**config.mk**
```make
export PLATFORM = sky130hd
export DESIGN_NAME = fixed_array_deque_core
export DESIGN_NICKNAME = d
export VERILOG_FILES = /design/src/rtl/fad_pkg.sv /design/src/rtl/fad_ctrl.sv /design/src/rtl/fad_dpath.sv /design/src/rtl/fixed_array_deque_core.sv
export SDC_FILE = /design/constraint.sdc
export NUM_CORES = 1
export LEC_CHECK = 0
export ABC_AREA = 0
export BUFFER_PORTS_ARGS = -buffer_cell sky130_fd_sc_hd__buf_4
export CAP_MARGIN = 20
export CORE_AREA = 2 2 261 263
export DETAILED_ROUTE_END_ITERATION = 7
export DIE_AREA = 0 0 263 265
export HOLD_SLACK_MARGIN = 0.1
export SYNTH_ARGS = -nofsm -noshare
export SYNTH_HDL_FRONTEND = slang
export SYNTH_SLANG_ARGS = --single-unit
```
**constraint.sdc**
```tcl
create_clock -name clk -period 8.6 [get_ports clk]
set_input_delay 0.43 -clock clk [delete_from_list [all_inputs] [get_ports clk]]
set_output_delay 0.43 -clock clk [all_outputs]
set_load 0.1 [all_outputs]
```
**src/rtl/fad_pkg.sv**
```systemverilog
`default_nettype none

package fad_pkg;

  // command codes carried in the low bits of the input word
  typedef enum logic [2:0] {
    CMD_PUSH_FRONT = 3'd0,
    CMD_PUSH_BACK  = 3'd1,
    CMD_POP_FRONT  = 3'd2,
    CMD_POP_BACK   = 3'd3,
    CMD_DUMP       = 3'd4
  } cmd_t;

  // result status codes
  typedef enum logic [1:0] {
    ST_OK       = 2'd0,
    ST_OVERFLOW = 2'd1,
    ST_EMPTY    = 2'd2
  } status_t;

  typedef enum logic [1:0] {
    S_IDLE,
    S_POP,
    S_DUMP
  } state_t;

  localparam int unsigned CMD_W   = 3;
  localparam int unsigned VALUE_W = 32;
  localparam int unsigned ITEM_W  = 32;
  localparam int unsigned IN_TDATA_W = 40;

  // controller to datapath
  typedef struct packed {
    logic exec;       // input word accepted, act on op
    cmd_t op;
    logic pop_load;   // move read data of a pop to the output
    logic dump_load;  // move read data of a dump to the output, step pointer
  } ctl_t;

  // datapath to controller
  typedef struct packed {
    logic empty;
    logic out_free;
    logic dump_last;
  } dst_t;

endpackage

`default_nettype wire

```
**src/rtl/fad_ctrl.sv**
```systemverilog
`default_nettype none

module fad_ctrl (
  input  wire              clk,
  input  wire              rst_n,
  input  wire              in_tvalid,
  output logic             in_tready,
  input  fad_pkg::cmd_t    cmd,
  input  fad_pkg::dst_t    dst,
  output fad_pkg::ctl_t    ctl
);
  import fad_pkg::*;

  state_t state_r, state_nxt;

  always_ff @(posedge clk) begin
    if (!rst_n) begin
      state_r <= S_IDLE;
    end else begin
      state_r <= state_nxt;
    end
  end

  always_comb begin
    state_nxt     = state_r;
    in_tready     = 1'b0;
    ctl.exec      = 1'b0;
    ctl.op        = cmd;
    ctl.pop_load  = 1'b0;
    ctl.dump_load = 1'b0;
    case (state_r)
      S_IDLE: begin
        in_tready = dst.out_free;
        if (in_tvalid && dst.out_free) begin
          ctl.exec = 1'b1;
          case (cmd)
            CMD_POP_FRONT, CMD_POP_BACK: begin
              if (!dst.empty) state_nxt = S_POP;
            end
            CMD_DUMP: begin
              if (!dst.empty) state_nxt = S_DUMP;
            end
            default: state_nxt = S_IDLE;
          endcase
        end
      end
      S_POP: begin
        if (dst.out_free) begin
          ctl.pop_load = 1'b1;
          state_nxt    = S_IDLE;
        end
      end
      S_DUMP: begin
        if (dst.out_free) begin
          ctl.dump_load = 1'b1;
          if (dst.dump_last) state_nxt = S_IDLE;
        end
      end
      default: state_nxt = S_IDLE;
    endcase
  end

endmodule

`default_nettype wire

```
**src/rtl/fad_dpath.sv**
```systemverilog
`default_nettype none

module fad_dpath #(
  parameter int unsigned DEPTH      = 16,
  parameter int unsigned DATA_WIDTH = 32
) (
  input  wire                            clk,
  input  wire                            rst_n,
  input  wire [fad_pkg::VALUE_W-1:0]     in_value,
  input  fad_pkg::ctl_t                  ctl,
  output fad_pkg::dst_t                  dst,
  input  wire                            out_tready,
  output logic                           out_valid,
  output fad_pkg::status_t               out_status,
  output logic [fad_pkg::ITEM_W-1:0]     out_item,
  output logic                           out_last
);
  import fad_pkg::*;

  localparam int unsigned AW = (DEPTH > 1) ? $clog2(DEPTH) : 1;
  localparam logic [AW-1:0] TOP = AW'(DEPTH - 1);

  logic [DATA_WIDTH-1:0] mem_r [DEPTH];
  logic [DATA_WIDTH-1:0] rdata_r;
  logic [AW-1:0]         head_r, head_nxt;
  logic [AW-1:0]         tail_r, tail_nxt;
  logic [AW-1:0]         ptr_r, ptr_nxt;
  logic                  empty_r, empty_nxt;

  logic                  out_valid_r, out_valid_nxt;
  status_t               status_r, status_nxt;
  logic [ITEM_W-1:0]     item_r, item_nxt;
  logic                  last_r, last_nxt;

  logic                  wr_en, rd_en;
  logic [AW-1:0]         wr_addr, rd_addr;
  logic [95:0]           wext, rext;
  logic [DATA_WIDTH-1:0] wdata;
  logic [ITEM_W-1:0]     push_item, rd_item;
  logic                  is_push, is_pop;

  // value is zero-extended or cut to the stored width, items zero-extended back
  assign wext      = {64'd0, in_value};
  assign wdata     = wext[DATA_WIDTH-1:0];
  assign push_item = ITEM_W'({{(96-DATA_WIDTH){1'b0}}, wdata});
  assign rext      = {{(96-DATA_WIDTH){1'b0}}, rdata_r};
  assign rd_item   = rext[ITEM_W-1:0];

  assign is_push = (ctl.op == CMD_PUSH_FRONT) || (ctl.op == CMD_PUSH_BACK);
  assign is_pop  = (ctl.op == CMD_POP_FRONT) || (ctl.op == CMD_POP_BACK);

  assign dst.empty     = empty_r;
  assign dst.out_free  = !out_valid_r || out_tready;
  assign dst.dump_last = (ptr_r == tail_r);

  always_comb begin
    head_nxt      = head_r;
    tail_nxt      = tail_r;
    ptr_nxt       = ptr_r;
    empty_nxt     = empty_r;
    wr_en         = 1'b0;
    wr_addr       = head_r;
    rd_en         = 1'b0;
    rd_addr       = head_r;
    out_valid_nxt = out_valid_r && !out_tready;
    status_nxt    = status_r;
    item_nxt      = item_r;
    last_nxt      = last_r;

    if (ctl.exec) begin
      if (is_push) begin
        out_valid_nxt = 1'b1;
        last_nxt      = 1'b1;
        status_nxt    = ST_OK;
        item_nxt      = push_item;
        if (empty_r) begin
          // first entry always lands in slot 0
          head_nxt  = '0;
          tail_nxt  = '0;
          empty_nxt = 1'b0;
          wr_en     = 1'b1;
          wr_addr   = '0;
        end else if (ctl.op == CMD_PUSH_FRONT && head_r != '0) begin
          head_nxt = head_r - 1'b1;
          wr_en    = 1'b1;
          wr_addr  = head_r - 1'b1;
        end else if (ctl.op == CMD_PUSH_BACK && tail_r != TOP) begin
          tail_nxt = tail_r + 1'b1;
          wr_en    = 1'b1;
          wr_addr  = tail_r + 1'b1;
        end else begin
          status_nxt = ST_OVERFLOW;
          item_nxt   = '0;
        end
      end else if (is_pop || ctl.op == CMD_DUMP) begin
        if (empty_r) begin
          out_valid_nxt = 1'b1;
          last_nxt      = 1'b1;
          status_nxt    = ST_EMPTY;
          item_nxt      = '0;
        end else if (is_pop) begin
          rd_en   = 1'b1;
          rd_addr = (ctl.op == CMD_POP_FRONT) ? head_r : tail_r;
          if (head_r == tail_r) begin
            head_nxt  = '0;
            tail_nxt  = '0;
            empty_nxt = 1'b1;
          end else if (ctl.op == CMD_POP_FRONT) begin
            head_nxt = head_r + 1'b1;
          end else begin
            tail_nxt = tail_r - 1'b1;
          end
        end else begin
          rd_en   = 1'b1;
          rd_addr = head_r;
          ptr_nxt = head_r;
        end
      end
    end

    if (ctl.pop_load) begin
      out_valid_nxt = 1'b1;
      last_nxt      = 1'b1;
      status_nxt    = ST_OK;
      item_nxt      = rd_item;
    end

    if (ctl.dump_load) begin
      out_valid_nxt = 1'b1;
      last_nxt      = dst.dump_last;
      status_nxt    = ST_OK;
      item_nxt      = rd_item;
      if (!dst.dump_last) begin
        ptr_nxt = ptr_r + 1'b1;
        rd_en   = 1'b1;
        rd_addr = ptr_r + 1'b1;
      end
    end
  end

  always_ff @(posedge clk) begin
    if (!rst_n) begin
      head_r      <= '0;
      tail_r      <= '0;
      empty_r     <= 1'b1;
      out_valid_r <= 1'b0;
    end else begin
      head_r      <= head_nxt;
      tail_r      <= tail_nxt;
      empty_r     <= empty_nxt;
      out_valid_r <= out_valid_nxt;
    end
  end

  always_ff @(posedge clk) begin
    ptr_r    <= ptr_nxt;
    status_r <= status_nxt;
    item_r   <= item_nxt;
    last_r   <= last_nxt;
  end

  // one write port, one registered read port
  always_ff @(posedge clk) begin
    if (wr_en) mem_r[wr_addr] <= wdata;
    if (rd_en) rdata_r <= mem_r[rd_addr];
  end

  assign out_valid  = out_valid_r;
  assign out_status = status_r;
  assign out_item   = item_r;
  assign out_last   = last_r;

endmodule

`default_nettype wire

```
**src/rtl/fixed_array_deque_core.sv**
```systemverilog
`default_nettype none

// channel  dir  handshake            payload
// in_      in   in_tvalid/tready     in_tdata: command, value
// out_     out  out_tvalid/tready    out_tdata: item, out_tuser: status, out_tlast: last
//
// push front/back: one word per cycle while the output is free; output is registered
// pop: read through the registered read port of the entry store, then loaded to the output
// dump: one memory read per entry through the same port
// reset clears head, tail, empty flag and output valid; the store itself is not cleared
// a stalled output holds the controller and stops new input words

module fixed_array_deque_core #(
  parameter int unsigned DEPTH      = 16,
  parameter int unsigned DATA_WIDTH = 32
) (
  input  wire         clk,
  input  wire         rst_n,
  input  wire         in_tvalid,
  output logic        in_tready,
  input  wire  [39:0] in_tdata,    // [2:0] command, [34:3] value, [39:35] zero
  output logic        out_tvalid,
  input  wire         out_tready,
  output logic [31:0] out_tdata,   // [31:0] item
  output logic [1:0]  out_tuser,   // [1:0] status
  output logic        out_tlast
);
  import fad_pkg::*;

  ctl_t    ctl;
  dst_t    dst;
  cmd_t    cmd;
  status_t status;

  // command field as the controller sees it
  assign cmd = cmd_t'(in_tdata[CMD_W-1:0]);

  fad_ctrl u_ctrl (
    .clk       (clk),
    .rst_n     (rst_n),
    .in_tvalid (in_tvalid),
    .in_tready (in_tready),
    .cmd       (cmd),
    .dst       (dst),
    .ctl       (ctl)
  );

  fad_dpath #(
    .DEPTH      (DEPTH),
    .DATA_WIDTH (DATA_WIDTH)
  ) u_dpath (
    .clk        (clk),
    .rst_n      (rst_n),
    .in_value   (in_tdata[CMD_W +: VALUE_W]),
    .ctl        (ctl),
    .dst        (dst),
    .out_tready (out_tready),
    .out_valid  (out_tvalid),
    .out_status (status),
    .out_item   (out_tdata),
    .out_last   (out_tlast)
  );

  assign out_tuser = status;

  // at most one action on the datapath per cycle
  a_one_action: assert property (@(posedge clk) disable iff (!rst_n)
    $onehot0({ctl.exec, ctl.pop_load, ctl.dump_load}))
    else $error("more than one datapath action in a cycle");

  // memory results only move into a free output register
  a_load_free: assert property (@(posedge clk) disable iff (!rst_n)
    (ctl.pop_load || ctl.dump_load) |-> dst.out_free)
    else $error("read data loaded into a busy output register");

  // no input word is taken while a read result is being delivered
  a_no_overlap: assert property (@(posedge clk) disable iff (!rst_n)
    (ctl.pop_load || ctl.dump_load) |-> !in_tready)
    else $error("input ready during pop or dump delivery");

  // a pop on a filled queue blocks input for the read cycle
  a_pop_wait: assert property (@(posedge clk) disable iff (!rst_n)
    (ctl.exec && !dst.empty &&
     (ctl.op == CMD_POP_FRONT || ctl.op == CMD_POP_BACK)) |=> !in_tready)
    else $error("input taken during pop read");

endmodule

`default_nettype wire

```
==> impl_metrics.ini <==
[run_status]
status = completed

[die]
dieArea_sq_um = 69700
core_sq_um = 66800
die_y_microns = 265
pin_count = 81
rows = 95
die_w_microns = 263
start_util_pct = 36.6

[grt]
grtUsageTotal_pct = 17.6
overflow = 0
antenna_found_initial = 0
grt_max_degree = 175
gr-usage-met3_pct = 2.35
gr-usage-met1_pct = 23.6
grt_pass1_vias = 14824
grt_pass1_wl_microns = 93600
gr-usage-met2_pct = 29.9
busiest_layer = met2

[synthesis]
synth.area.mux_share_pct = 2.92
syn_avg_cell_area_sq_um = 14.5
synth_area_leader_cell = edfxtp_1
synth_top_family_by_area = compound AO/OA/AOI/OAI gates
synth_compound_area_share_pct = 13.1
synth_fa_ha_area_share_pct = 0.256
ys_top_cells_by_count = edfxtp_1, nand2_1, o21ai_0
ys_seq_area_share_pct = 72.3
yosys.area_share.simple_pct = 8.15
syn_inst = 1691
netlist_area_sq_um = 24500
synth-seq-cells = 595
yosysUniqueCellTypes = 68
synth_edf_count = 577
yosys.cell_count.top_type = edfxtp_1
synth_warnings = 0
ys_async_sr_fraction_pct = 0
ys.flop_type = edfxtp_1
ys_top_cells_by_area = edfxtp_1, mux2i_1, a221oi_1
synth_xor_area_share_pct = 0.465
synth_top_area_share_pct = 70.8
synth_fp_nets = 1740

[sta]
slew_headroom_pct = 28.2
finalSetupViolCount = 0
fin_setup_tns_ns = 0
hold_ws_ns = 0.137
tightest_slew_ns = 1.08
max_freq_ghz = 0.197
rsz0062_at_grt = false
report.final.slew_viol_count = 0
min_period_over_period_pct = 59.0
hold_viol = 0
skew_ns = 0.0286
period_minus_slack_ns = 5.07

[pwr]
p_seq_share_pct = 50.8
p_int_uw = 4920
power.clock.fraction_pct = 42.2
p_leak_uw = 0.00971
switchingPower_uw = 1440
p_per_area_nw_per_um2 = 225
ir_worst_vdd_v = 0.000141
power_uw = 6370
p_comb_share_pct = 7.0
switching_share_pct = 22.7

[worst_setup_path]
path_cells = nor2b_1, nor3b_1, nand3_4, nand2_4, buf_12, mux2i_1, a221oi_1, or3_1
reg2reg_depth = 8
critPathArrivalTime_ns = 5.45
worstSetupPathType = reg -> reg
cp-end-kind = register
path_depth = 8
cp_max_fo = 122
crit_family = simple AND/OR/NAND/NOR gates
crit_required_ns = 8.97
critPathMaxStageDelay_ns = 1.17
worst_setup_path_start_kind = register
critPathBufInv = 1
crit_slowest_cell = nand2_4

[routing]
dr.pass1.iters = 5
drtIter0Drc = 1272
wire_per_inst_microns = 23.4
vias_per_cell = 5.66
route.detailed.drc = 0
drtAntennaViolNets = 0
drt_wl_total_microns = 62500
via_count = 15105

[clock_tree]
clockRootBuffer = clkbuf_16
cts_tree = done
clk_pin_slew_ns = 0.07
clk_latency_ns = 0.63
htreeDepth = 2
cts-buffers-inserted = 59
post-cts-setup-buffers = 0
cts.sinks = 595
clockBufferDepth = 3

[final_layout]
register_area_sq_um = 17700
final_layout_size_suffix_gt1_share_pct = 16.2
multi_input_area_sq_um = 6310
nFillCells = 6013
nets = 1795
area_growth_pct = 15.4
final_area_sq_um = 28300
antenna_cells = 0

[run]
cap_violations = 0

[placement]
dp.final_hpwl_microns = 30800
place_congestion = 0.815
io_buffers = 75
place_area_sq_um = 26000

[worst_hold_path]
worst_hold_path.num_cells = 1
hold_class = in -> reg
## per-stage QoR
step,util (%),setup WS [ns],cells
final,42.3,3.53,2668
after global routing,42.3,3.26,2668
after CTS,42.3,3.64,2668
after detailed placement,38.9,3.58,2534
after global placement,38.9,3.60,2533
after floorplan,-,2.66,1691
## kinds of logic after synthesis
group           Yosys count
compound gates          458
xor+xnor                 13
fa+ha+maj                 5
buf+inv                 149
flops                   595
mux                      71
simple gates            400
## repair_timing
| action | CTS | global route |
|---|---|---|
| gates resized for setup | 0 | 0 |
| hold endpoints to repair | 334 | 0 |
| endpoints found under the setup margin | 0 | 0 |
| hold buffers | 24 | 0 |
## worst paths after layout
kind                                 from                             end  slack, ns
min reg2reg  u_dpath.rd_item[3]$_DFFE_PP_   u_dpath.out_item[3]$_DFFE_PP_       0.50
min                          in_tdata[27]  u_dpath.mem_r[4][24]$_DFFE_PP_       0.14
max          u_dpath.out_valid$_SDFF_PN0_   u_dpath.rd_item[13]$_DFFE_PP_       3.53
max reg2reg  u_dpath.out_valid$_SDFF_PN0_   u_dpath.rd_item[13]$_DFFE_PP_       3.53
## metal layers
metal / share of wire, % / vias to the layer above / wire, microns
met3: 5.3 / 95 / 3300
met5: 0 / - / 0
met1: 43 / 7757 / 27000
met4: 2.3 / 0 / 1430
met2: 49 / 447 / 30700
li1: - / 6806 / -
## cell type report
cell class              count  share of cell area [%]
clock buffers              70                    5.45
repair buffers            132                    3.81
inverters                  11                   0.155
multi-input cells         947                    22.3
clock inverters            40                    1.77
well taps                 873                    3.87
flip-flops and latches    595                    62.6
## sequential cells by signal, summed over array words and instances (netlist names)
name / count
u_dpath.out_last: 1
u_dpath.rd_item: 32
u_dpath.ptr_r: 4
u_dpath.empty_r: 1
u_dpath.mem_r: 512
u_dpath.tail_r: 4
u_dpath.head_r: 4
u_ctrl.state_r: 2
u_dpath.out_valid: 1
u_dpath.out_status: 2
u_dpath.out_item: 32
## power groups by stage
stage               combinational (uW)  sequential (uW)  clock [uW]
floorplan                          210             3380           0
global route                       478             3240        2860
global placement                   426             3290           0
detailed placement                 435             3290           0
finish                             444             3230        2690
CTS                                446             3230        2740
## cells in the final DEF, fill, tap and decap left out, drive strengths merged, types with 36 or more instances in the layout
cell      n
a21oi    76
nand3    72
a31o     64
mux2i    70
or3      36
buf     108
o21ai   110
nand2   143
nor2     39
and3     69
a221oi   65
edfxtp  577
a211oi   72
clkbuf   70
Note: power is estimated with default switching activity, not from simulation.
